File: src/rtl/u8sv_pkg.sv
package u8sv_pkg;

	localparam logic [7:0] LEAD_ONE_LIMIT   = 8'd128;
	localparam logic [7:0] LEAD_TWO_LIMIT   = 8'd224;
	localparam logic [7:0] LEAD_THREE_LIMIT = 8'd240;
	localparam logic [7:0] CONT_MIN         = 8'h80;
	localparam logic [7:0] CONT_MAX         = 8'hBF;
	localparam logic [7:0] LEAD_MULTI_MIN   = 8'hC2;
	localparam logic [7:0] LEAD_MAX         = 8'hF4;
	localparam logic [7:0] ASCII_MAX        = 8'h7F;

	typedef enum logic [1:0] {
		ST_VALID     = 2'd0,
		ST_INVALID   = 2'd1,
		ST_TRUNCATED = 2'd2,
		ST_END_MARK  = 2'd3
	} status_t;

	typedef struct packed {
		logic [31:0] packed_sequence;
		logic [15:0] start_position;
		status_t     status;
		logic        last_of_string;
	} result_t;

	function automatic logic [2:0] seq_len(input logic [7:0] lead);
		logic [2:0] len;
		if (lead < LEAD_ONE_LIMIT) begin
			len = 3'd1;
		end else if (lead < LEAD_TWO_LIMIT) begin
			len = 3'd2;
		end else if (lead < LEAD_THREE_LIMIT) begin
			len = 3'd3;
		end else begin
			len = 3'd4;
		end
		return len;
	endfunction

	function automatic logic seq_valid(input logic [31:0] seq, input logic [2:0] len);
		logic [7:0] lead;
		logic [7:0] cont;
		logic       ok;
		lead = seq[7:0];
		ok = !((lead > ASCII_MAX && lead < LEAD_MULTI_MIN) || lead > LEAD_MAX);
		for (int k = 1; k < 4; k++) begin
			cont = seq[8*k +: 8];
			if (3'(k) < len && (cont < CONT_MIN || cont > CONT_MAX)) begin
				ok = 1'b0;
			end
		end
		return ok;
	endfunction

endpackage

File: src/rtl/u8sv_in_if.sv
interface u8sv_in_if;
	logic       valid;
	logic       ready;
	logic [7:0] data_byte;
	logic       end_of_string;

	modport source (output valid, output data_byte, output end_of_string, input ready);
	modport sink (input valid, input data_byte, input end_of_string, output ready);
endinterface

File: src/rtl/u8sv_out_if.sv
interface u8sv_out_if;
	logic        valid;
	logic        ready;
	logic [31:0] packed_sequence;
	logic [15:0] start_position;
	logic [1:0]  status;
	logic        last_of_string;

	modport source (output valid, output packed_sequence, output start_position,
		output status, output last_of_string, input ready);
	modport sink (input valid, input packed_sequence, input start_position,
		input status, input last_of_string, output ready);
endinterface

File: src/rtl/u8sv_seq_core.sv
module u8sv_seq_core import u8sv_pkg::*; #(
	parameter int POSITION_BITS = 16
) (
	input  logic     clk,
	input  logic     arst_n,
	u8sv_in_if.sink  in_ch,
	output logic     res_valid,
	output result_t  res,
	input  logic     res_ready
);

	logic                     v_s1;
	logic [7:0]               byte_s1;
	logic                     eos_s1;

	logic [2:0]               exp_len_q;
	logic [2:0]               count_q;
	logic [31:0]              gathered_q;
	logic [POSITION_BITS-1:0] start_q;
	logic [POSITION_BITS-1:0] offset_q;
	logic                     error_q;

	logic [2:0]               len_now;
	logic [2:0]               count_base;
	logic [2:0]               count_next;
	logic [31:0]              gathered_base;
	logic [31:0]              gathered_new;
	logic [POSITION_BITS-1:0] start_base;
	logic                     complete;
	logic                     has_result;
	logic                     advance;
	logic [15:0]              start_out;
	logic [15:0]              offset_out;
	logic                     start_high;
	logic                     offset_high;

	// Positions wider than the result field saturate to all ones.
	generate
		if (POSITION_BITS > 16) begin : g_sat
			assign start_high  = |start_base[POSITION_BITS-1:16];
			assign offset_high = |offset_q[POSITION_BITS-1:16];
		end else begin : g_nosat
			assign start_high  = 1'b0;
			assign offset_high = 1'b0;
		end
	endgenerate

	assign start_out  = start_high ? 16'hFFFF : 16'(start_base);
	assign offset_out = offset_high ? 16'hFFFF : 16'(offset_q);

	always_comb begin
		if (exp_len_q == 3'd0) begin
			len_now       = seq_len(byte_s1);
			count_base    = 3'd0;
			gathered_base = 32'd0;
			start_base    = offset_q;
		end else begin
			len_now       = exp_len_q;
			count_base    = count_q;
			gathered_base = gathered_q;
			start_base    = start_q;
		end
		gathered_new = gathered_base | (32'(byte_s1) << {count_base[1:0], 3'b000});
		count_next   = count_base + 3'd1;
		complete     = count_next >= len_now;
	end

	always_comb begin
		res.packed_sequence = 32'd0;
		res.start_position  = start_out;
		res.status          = ST_VALID;
		res.last_of_string  = eos_s1;
		has_result          = 1'b0;
		if (error_q) begin
			res.start_position = offset_out;
			res.status         = ST_END_MARK;
			has_result         = eos_s1;
		end else if (complete) begin
			res.packed_sequence = gathered_new;
			res.status          = seq_valid(gathered_new, len_now) ? ST_VALID : ST_INVALID;
			has_result          = 1'b1;
		end else begin
			// A string ending inside an open sequence reports truncation.
			res.status = ST_TRUNCATED;
			has_result = eos_s1;
		end
	end

	assign res_valid   = v_s1 && has_result;
	assign advance     = v_s1 && (!has_result || res_ready);
	assign in_ch.ready = !v_s1 || advance;

	always_ff @(posedge clk or negedge arst_n) begin
		if (!arst_n) begin
			v_s1 <= 1'b0;
		end else if (in_ch.ready) begin
			v_s1 <= in_ch.valid;
		end
	end

	always_ff @(posedge clk) begin
		if (in_ch.ready && in_ch.valid) begin
			byte_s1 <= in_ch.data_byte;
			eos_s1  <= in_ch.end_of_string;
		end
	end

	always_ff @(posedge clk or negedge arst_n) begin
		if (!arst_n) begin
			exp_len_q  <= 3'd0;
			count_q    <= 3'd0;
			gathered_q <= 32'd0;
			start_q    <= '0;
			offset_q   <= '0;
			error_q    <= 1'b0;
		end else if (advance) begin
			if (eos_s1) begin
				exp_len_q  <= 3'd0;
				count_q    <= 3'd0;
				gathered_q <= 32'd0;
				start_q    <= '0;
				offset_q   <= '0;
				error_q    <= 1'b0;
			end else begin
				if (offset_q != '1) begin
					offset_q <= offset_q + POSITION_BITS'(1);
				end
				if (!error_q) begin
					if (complete) begin
						exp_len_q  <= 3'd0;
						count_q    <= 3'd0;
						gathered_q <= 32'd0;
						error_q    <= !seq_valid(gathered_new, len_now);
					end else begin
						exp_len_q  <= len_now;
						count_q    <= count_next;
						gathered_q <= gathered_new;
					end
					start_q <= start_base;
				end
			end
		end
	end

endmodule

File: src/rtl/u8sv_out_reg.sv
module u8sv_out_reg import u8sv_pkg::*; (
	input  logic       clk,
	input  logic       arst_n,
	input  logic       res_valid,
	input  result_t    res,
	output logic       res_ready,
	u8sv_out_if.source out_ch
);

	logic    valid_q;
	result_t res_q;

	assign res_ready = !valid_q || out_ch.ready;

	always_ff @(posedge clk or negedge arst_n) begin
		if (!arst_n) begin
			valid_q <= 1'b0;
		end else if (res_ready) begin
			valid_q <= res_valid;
		end
	end

	always_ff @(posedge clk) begin
		if (res_ready && res_valid) begin
			res_q <= res;
		end
	end

	assign out_ch.valid           = valid_q;
	assign out_ch.packed_sequence = res_q.packed_sequence;
	assign out_ch.start_position  = res_q.start_position;
	assign out_ch.status          = res_q.status;
	assign out_ch.last_of_string  = res_q.last_of_string;

endmodule

File: src/rtl/utf8_sequence_splitter_validator.sv
// Channel  Dir  Payload                                                  Handshake
// in_ch    in   data_byte[7:0], end_of_string                            valid/ready
// out_ch   out  packed_sequence[31:0], start_position[15:0], status[1:0], valid/ready
//               last_of_string
//
// One item is accepted per cycle while in_ch.ready is high; a result reaches the output
// through the input register, then the result register.
// Reset clears all string state at once; no clearing pass is needed.
// While a result waits in the output register, bytes that yield no result keep
// flowing; in_ch.ready drops only when a byte with a result meets a full, stalled output.
module utf8_sequence_splitter_validator import u8sv_pkg::*; #(
	parameter int POSITION_BITS = 16
) (
	input  logic       clk,
	input  logic       arst_n,
	u8sv_in_if.sink    in_ch,
	u8sv_out_if.source out_ch
);

	logic    res_valid;
	logic    res_ready;
	result_t res;

	u8sv_seq_core #(
		.POSITION_BITS(POSITION_BITS)
	) u_core (
		.clk       (clk),
		.arst_n    (arst_n),
		.in_ch     (in_ch),
		.res_valid (res_valid),
		.res       (res),
		.res_ready (res_ready)
	);

	u8sv_out_reg u_out (
		.clk       (clk),
		.arst_n    (arst_n),
		.res_valid (res_valid),
		.res       (res),
		.res_ready (res_ready),
		.out_ch    (out_ch)
	);

endmodule

File: src/flat_wrapper.sv
// flat-port wrapper written by rule: the top's interface ports become plain ports
module utf8_sequence_splitter_validator_flat import u8sv_pkg::*;
#(
	parameter int POSITION_BITS = 16
)
  (clk, arst_n, in_ch_valid, in_ch_data_byte, in_ch_end_of_string, in_ch_ready, out_ch_valid, out_ch_packed_sequence, out_ch_start_position, out_ch_status, out_ch_last_of_string, out_ch_ready);
  u8sv_in_if in_ch_i ();
  u8sv_out_if out_ch_i ();
  input  logic clk;
  input  logic arst_n;
  input wire logic [$bits(in_ch_i.valid)-1:0] in_ch_valid;
  input wire logic [$bits(in_ch_i.data_byte)-1:0] in_ch_data_byte;
  input wire logic [$bits(in_ch_i.end_of_string)-1:0] in_ch_end_of_string;
  output wire logic [$bits(in_ch_i.ready)-1:0] in_ch_ready;
  output wire logic [$bits(out_ch_i.valid)-1:0] out_ch_valid;
  output wire logic [$bits(out_ch_i.packed_sequence)-1:0] out_ch_packed_sequence;
  output wire logic [$bits(out_ch_i.start_position)-1:0] out_ch_start_position;
  output wire logic [$bits(out_ch_i.status)-1:0] out_ch_status;
  output wire logic [$bits(out_ch_i.last_of_string)-1:0] out_ch_last_of_string;
  input wire logic [$bits(out_ch_i.ready)-1:0] out_ch_ready;
  assign in_ch_i.valid = in_ch_valid;
  assign in_ch_i.data_byte = in_ch_data_byte;
  assign in_ch_i.end_of_string = in_ch_end_of_string;
  assign in_ch_ready = in_ch_i.ready;
  assign out_ch_valid = out_ch_i.valid;
  assign out_ch_packed_sequence = out_ch_i.packed_sequence;
  assign out_ch_start_position = out_ch_i.start_position;
  assign out_ch_status = out_ch_i.status;
  assign out_ch_last_of_string = out_ch_i.last_of_string;
  assign out_ch_i.ready = out_ch_ready;
  utf8_sequence_splitter_validator #(.POSITION_BITS(POSITION_BITS)) u_core (.clk(clk), .arst_n(arst_n), .in_ch(in_ch_i), .out_ch(out_ch_i));
endmodule
File: config.mk
export PLATFORM = sky130hd
export DESIGN_NAME = utf8_sequence_splitter_validator_flat
export DESIGN_NICKNAME = d
export VERILOG_FILES = /design/src/rtl/u8sv_pkg.sv /design/src/rtl/u8sv_in_if.sv /design/src/rtl/u8sv_out_if.sv /design/src/rtl/u8sv_seq_core.sv /design/src/rtl/u8sv_out_reg.sv /design/src/rtl/utf8_sequence_splitter_validator.sv /design/src/flat_wrapper.sv
export SDC_FILE = /design/constraint.sdc
export NUM_CORES = 1
export LEC_CHECK = 0
export ABC_AREA = 0
export BUFFER_PORTS_ARGS = -buffer_cell sky130_fd_sc_hd__buf_2
export CORE_MARGIN = 2
export CORE_UTILIZATION = 59
export CTS_CLUSTER_SIZE = 10
export DETAILED_ROUTE_END_ITERATION = 10
export PLACE_DENSITY = 0.8
export SYNTH_ARGS = -nofsm -noshare
export SYNTH_HDL_FRONTEND = slang
export SYNTH_SLANG_ARGS = --single-unit
export TNS_END_PERCENT = 5
File: constraint.sdc
create_clock -name clk -period 7.2 [get_ports clk]
set_input_delay 1.44 -clock clk [delete_from_list [all_inputs] [get_ports clk]]
set_output_delay 1.44 -clock clk [all_outputs]
set_load 0.02 [all_outputs]
==> impl_metrics.ini, run 1 <==
[grt]
gr-total-overflow = 0
grt_pass1_vias = 4356
antenna_found_initial = 0
grt_pass1_wl_um = 22500
grt_max_degree = 74
grt_usage = 0.262

[sta]
fmax_ghz = 0.197
slew_headroom = 0.297
finalSetupViolCount = 0
rsz0062_at_grt = no
hold_violations = 0
hold_slack_ns = 0.485
period_share = 0.705
worst_pin_slew_ns = 1.05
finalCriticalPeriod_ns = 5.07
slew_viol_final = 0
setup_tns_ns = 0
fin_skew_ns = 0.0118

[floorplan]
core_area_mm2 = 0.0102
start_util = 0.600
dieArea_mm2 = 0.0112
ios = 66
die_h_um = 106
die_w_um = 106
row_count = 37

[run_status]
status = finished, final reports clean

[clocking]
clock_tree.root_cell = clkbuf_8
cts_tree = built
clk_pin_slew_ns = 0.06
post_cts_resized = 0
post_cts_buffers = 0
clock-sinks = 133
cts_max_level = 4
cts_buffers = 17
clk_path_buf_depth = 2
clock_latency_ns = 0.52
cts_hold_buf = 0

[pwr]
cellPowerDensity_mw_per_mm2 = 408
finalPower_mw = 2.91
vdd.ir_drop.worst_mv = 0.249
power.leakage_nw = 2.97

[synth]
yosysSeqAreaShare = 0.591
synth_edf_count = 60
synthSimpleGateAreaFrac = 0.133
yosys_warnings = 0
synth_cell_types = 73
synth_flop_cell = dfrtp_1
yosysTopAreaCellShare = 0.298
synth_top_family_by_area = compound AO/OA/AOI/OAI gates
yosysTopAreaCell = dfrtp_1
synthesis.area_mm2 = 0.00614
synth.net_count = 536
synth_fa_ha_area_frac = 0.0102
synth_compound_area_frac = 0.203
yosys.area_share.xor_xnor = 0.00143
synth_mux_area_frac = 0.0273
postSynthAreaPerCell_um2 = 11.9
synthCells = 518
async_reset_ff_frac = 0.549
ys_top_cells_by_area = dfrtp_1 (30%), edfxtp_1 (29%), a22o_1 (5.1%), a21oi_1 (3.3%), nor2_1 (2.8%)
ys_ff_latch = 133

[critical_path]
worstPathRequired_ns = 5.76
critPathTopFamily = simple AND/OR/NAND/NOR gates
worst_path_max_delay_cell = or3_4
critPathMaxFanout = 27
worstSetupStartpointType = flip-flop
crit_top_cell = ha_1
critical_path_arrival_ns = 3.63
cp_num_buf_inv = 1
setup.worst_path.class = flip-flop to primary output
slowest_delay_ns = 0.62
crit_chain = or3_4 > and2_1 > ha_1 > xnor2_1 > ha_1 > a21oi_2 > o21a_2 > nor2_1 > o211ai_1 > buf_2
endpoint_kind = primary output

[cells_and_area]
final_common_cell = dfrtp_1
area_growth_pct = 16.1
drive_gt1_frac = 0.240
nets = 589
diodes = 0
layout_common_cells = dfrtp_1 (73), buf_2 (65), edfxtp_1 (60)
stdcell_count = 720

[place]
gp_congestion = 0.916
placedCellCount = 688
dp_hpwl_um = 8810
portBuffers = 65

[route]
firstDrtPassIters = 5
wl_per_cell_um = 19.1
via_per_inst = 6.29
drtIter0Drc = 364
ant_nets = 0
drcViolationCount = 0
num_vias = 4531
wl_um = 13700

[flow_run]
max_cap_viol_count = 0

[worst_hold_path]
hold_path_class = flip-flop to flip-flop
## final timing paths
kind	start	endpoint	slack (ns)	cells past startpoint
worst max-delay path	u_core.u_core.exp_len_q[1]$_DFFE_PN0P_	in_ch_ready	2.13	10
min in group asynchronous	arst_n	u_core.u_core.start_q[13]$_DFFE_PN0P_	1.14	2
worst max register to register	u_core.u_core.exp_len_q[1]$_DFFE_PN0P_	u_core.u_out.out_ch.packed_sequence[25]$_SDFFCE_PP0P_	2.48	11
worst min-delay path	u_core.u_core.count_q[2]$_DFFE_PN0P_	u_core.u_core.count_q[2]$_DFFE_PN0P_	0.49	2
worst min register to register	u_core.u_core.count_q[2]$_DFFE_PN0P_	u_core.u_core.count_q[2]$_DFFE_PN0P_	0.49	2
max in group asynchronous	arst_n	u_core.u_core.gathered_q[8]$_DFFE_PN0P_	5.48	2
## power breakdown
group / switching (mW) / internal [mW] / total [mW]
combinational: 0.611 / 0.252 / 0.863
clock: 0.327 / 0.600 / 0.927
sequential: 0.134 / 0.985 / 1.12
total: 1.07 / 1.84 / 2.91
## per-stage QoR
| stage | area [um^2] | utilization | setup slack [ns] |
|---|---|---|---|
| floorplan | 6140 | - | 1.22 |
| global placement | 6490 | 0.634 | 2.71 |
| detailed placement | 6490 | 0.634 | 2.51 |
| CTS | 7130 | 0.697 | 2.12 |
| global route | 7130 | 0.697 | 1.89 |
| finish | 7130 | 0.697 | 2.13 |
## flip-flops by register name, indices dropped and copies added, names as in the netlist
signal and count:
u_core.u_out.out_ch.last_of_string 1, u_core.u_core.byte_s1 8, u_core.u_core.exp_len_q 3, u_core.u_out.out_ch.packed_sequence 32
u_core.u_core.v_s1 1, u_core.u_core.error_q 1, u_core.u_core.eos_s1 1, u_core.u_out.out_ch.start_position 16
u_core.u_out.out_ch.status 2, u_core.u_core.gathered_q 32, u_core.u_out.out_ch.valid 1, u_core.u_core.start_q 16
u_core.u_core.offset_out 16, u_core.u_core.count_q 3
## metal layers
layer,vias to the layer above,wire (um),track usage
met3,26,876,0.0650
met2,206,6530,0.394
met5,-,0,0
met1,2212,6090,0.376
met4,0,222,0.0893
li1,2087,-,-
## logic make-up after synthesis
logic type | after synthesis
fa+ha+maj | 5
simple gates | 153
mux | 15
flops | 133
compound gates | 168
xor+xnor | 1
buf+inv | 43
## cell usage after synthesis (all sizes together), types with 6 or more instances
| cell type | number |
|---|---|
| o31ai | 11 |
| dfrtp | 73 |
| nor2b | 7 |
| inv | 8 |
| a22oi | 12 |
| edfxtp | 60 |
| or4 | 7 |
| nor2 | 48 |
| buf | 22 |
| nand3 | 13 |
| a21oi | 44 |
| o21ai | 24 |
| nand2 | 32 |
| a22o | 36 |
| and3 | 8 |
| nor3 | 7 |
| a31oi | 6 |
| mux2 | 14 |
| clkbuf | 12 |
## final cells by class
cell class                      count  area, um^2
Tap cell                          136         170
Multi-Input combinational cell    342        2310
Inverter                            9        33.8
Fill cell                         715        3100
Clock inverter                     15         226
Sequential cell                   133        3630
Clock buffer                       17         414
Timing Repair Buffer               68         348
## worst register-to-register path: stages, from the launching register on
cell and delay, ns:
dfrtp_1 0.55, or3_4 0.62, and2_1 0.23, ha_1 0.20, xnor2_1 0.14, ha_1 0.32
nand2_1 0.10, o21a_2 0.26, nor2_1 0.30, clkinv_1 0.53, a21oi_4 0.55, buf_4 0.54
(Power assumes the default switching activity.)
==> run 2, diff against run 1 <==
- clock period: 7.2 -> 4.7 ns (I/O delays scaled with it)
==> run 2 against run 1 <==
Effect of this change: sequential share of layout area fell by 0.12 points; first-iteration DRC count rose by 17%; sequential power rose by 53%; utilization rose by 0.21 points; critical endpoint unchanged; critical path type unchanged; clock skew fell by 0.0035 ns.
==> impl_metrics.ini, run 2 (same netlist as run 1, synthesis figures left out) <==
[run_status]
status = finished, final reports clean

[sta]
fmax_ghz = 0.221
finalSetupViolCount = 0
hold_violations = 0
finalCriticalPeriod_ns = 4.53
worst_pin_slew_ns = 1.05
slew_headroom = 0.295
rsz0062_at_grt = no
setup_tns_ns = 0
period_share = 0.964
slew_viol_final = 0
hold_slack_ns = 0.476
fin_skew_ns = 0.00830

[clocking]
clk_path_buf_depth = 2
cts_tree = built
clk_pin_slew_ns = 0.06
clock_tree.root_cell = clkbuf_8
cts_buffers = 17
clock_latency_ns = 0.52
cts_hold_buf = 0
clock-sinks = 133
cts_max_level = 4
post_cts_buffers = 0

[critical_path]
worst_path_max_delay_cell = dfrtp_1
crit_chain = or3_4 > and2_1 > ha_1 > xnor2_1 > ha_1 > a21oi_2 > o21a_2 > nor2_1 > o211ai_1 > buf_2
critical_path_arrival_ns = 3.59
regToRegStartpoint = u_core.u_core.exp_len_q[0]$_DFFE_PN0P_
slowest_delay_ns = 0.58
rr_worst_depth = 12
critPathTopFamily = simple AND/OR/NAND/NOR gates
critPathMaxFanout = 14
worstPathRequired_ns = 3.76
r2r_end = u_core.u_out.out_ch.packed_sequence[25]$_SDFFCE_PP0P_
cp_num_buf_inv = 1
setup.worst_path.class = flip-flop to primary output
worstSetupStartpointType = flip-flop
crit_top_cell = ha_1
endpoint_kind = primary output
rrSetupSlack_ns = 0.72

[floorplan]
die_w_um = 106
die_h_um = 106
row_count = 37
start_util = 0.600
dieArea_mm2 = 0.0112
ios = 66
core_area_mm2 = 0.0102

[route]
num_vias = 4634
wl_per_cell_um = 18.4
via_per_inst = 6.41
drtIter0Drc = 426
ant_nets = 0
wl_um = 13300
drcViolationCount = 0
firstDrtPassIters = 6

[grt]
gr-total-overflow = 0
grt_max_degree = 47
grt_pass1_wl_um = 21300
antenna_found_initial = 0
grt_usage = 0.244
grt_pass1_vias = 4232

[pwr]
cellPowerDensity_mw_per_mm2 = 625
power.leakage_nw = 2.97
vdd.ir_drop.worst_mv = 0.382

[cells_and_area]
final_common_cell = dfrtp_1
diodes = 0
layout_common_cells = dfrtp_1 (71), buf_2 (65), edfxtp_1 (60)
area_growth_pct = 16.5
drive_gt1_frac = 0.245
nets = 592
multiInputGateArea_mm2 = 0.00232
fillers = 713
layout.area.seq_mm2 = 0.00363

[worst_hold_path]
hold_depth = 2
holdPathEnd = u_core.u_core.count_q[2]$_DFFE_PN0P_
hold_path_class = flip-flop to flip-flop
min_from = u_core.u_core.count_q[2]$_DFFE_PN0P_

[place]
dp_hpwl_um = 8540
portBuffers = 65
gp_congestion = 1.02

[flow_run]
max_cap_viol_count = 0
[run 2: cell types whose count changed in the layout (fill, tap and decap cells not counted), sizes merged]
cell,change
clkinvlp,+3
inv,-3
buf,+2
clkbuf,+2
clkinv,-2
or3,+1
[run 2: worst max path at each step]
stage	startpoint	end	slack, ns	cells past startpoint
6_report	u_core.u_core.exp_len_q[0]$_DFFE_PN0P_	in_ch_ready	0.17	10
5_1_grt	u_core.u_core.exp_len_q[0]$_DFFE_PN0P_	in_ch_ready	0.01	10
4_1_cts	u_core.u_core.exp_len_q[1]$_DFFE_PN0P_	in_ch_ready	0.11	10
3_5_place_dp	u_core.u_core.exp_len_q[1]$_DFFE_PN0P_	in_ch_ready	0.68	10
3_3_place_gp	u_core.u_core.exp_len_q[1]$_DFFE_PN0P_	in_ch_ready	0.79	10
2_1_floorplan	u_core.u_core.exp_len_q[2]$_DFFE_PN0P_	u_core.u_out.out_ch.last_of_string$_DFFE_PP_	0.40	14
[run 2: stage by stage]
| stage | instances | util | setup WS (ns) | instance area [um^2] | power (mW) |
|---|---|---|---|---|---|
| floorplan | 518 | - | 0.396 | 6150 | 2.69 |
| global placement | 690 | 0.636 | 0.793 | 6500 | 3.00 |
| detailed placement | 690 | 0.636 | 0.681 | 6500 | 3.04 |
| CTS | 722 | 0.698 | 0.106 | 7140 | 4.44 |
| global route | 723 | 0.699 | 0.0123 | 7150 | 4.66 |
| finish | 723 | 0.699 | 0.170 | 7150 | 4.47 |
[run 2: layer usage]
metal / part of all wire / track usage
met2: 0.45 / 0.355
met4: 0.023 / 0.0921
met1: 0.44 / 0.361
met3: 0.081 / 0.0552
met5: 0 / 0
[run 2: final cells by class]
cell class,instances,share of cell area
inverter,9,0.00472
tap,136,0.0238
clock buffer,19,0.0604
multi-input combinational,343,0.324
timing repair buffer,70,0.0507
clock inverter,13,0.0287
sequential,133,0.508
[run 2: timing repair]
action                                  4_1_cts  5_1_grt
endpoints found under the hold margin         0        0
resized for setup                             0        2
endpoints found under the setup margin        0        1
[run 2: power by group]
group	internal (mW)	switching, mW	total (mW)
clock network	0.926	0.474	1.40
registers	1.51	0.203	1.71
logic	0.407	0.947	1.35
[run 2: worst reg2reg max path: stages, from the launching register on]
cell and delay, ns:
dfrtp_1 0.58, or3_4 0.53, and2_1 0.20, ha_1 0.20, xnor2_1 0.15, ha_1 0.32, nand2_1 0.11, o21a_2 0.26
nor2_1 0.27, clkinv_1 0.12, buf_4 0.22, a21oi_4 0.18, buf_4 0.46
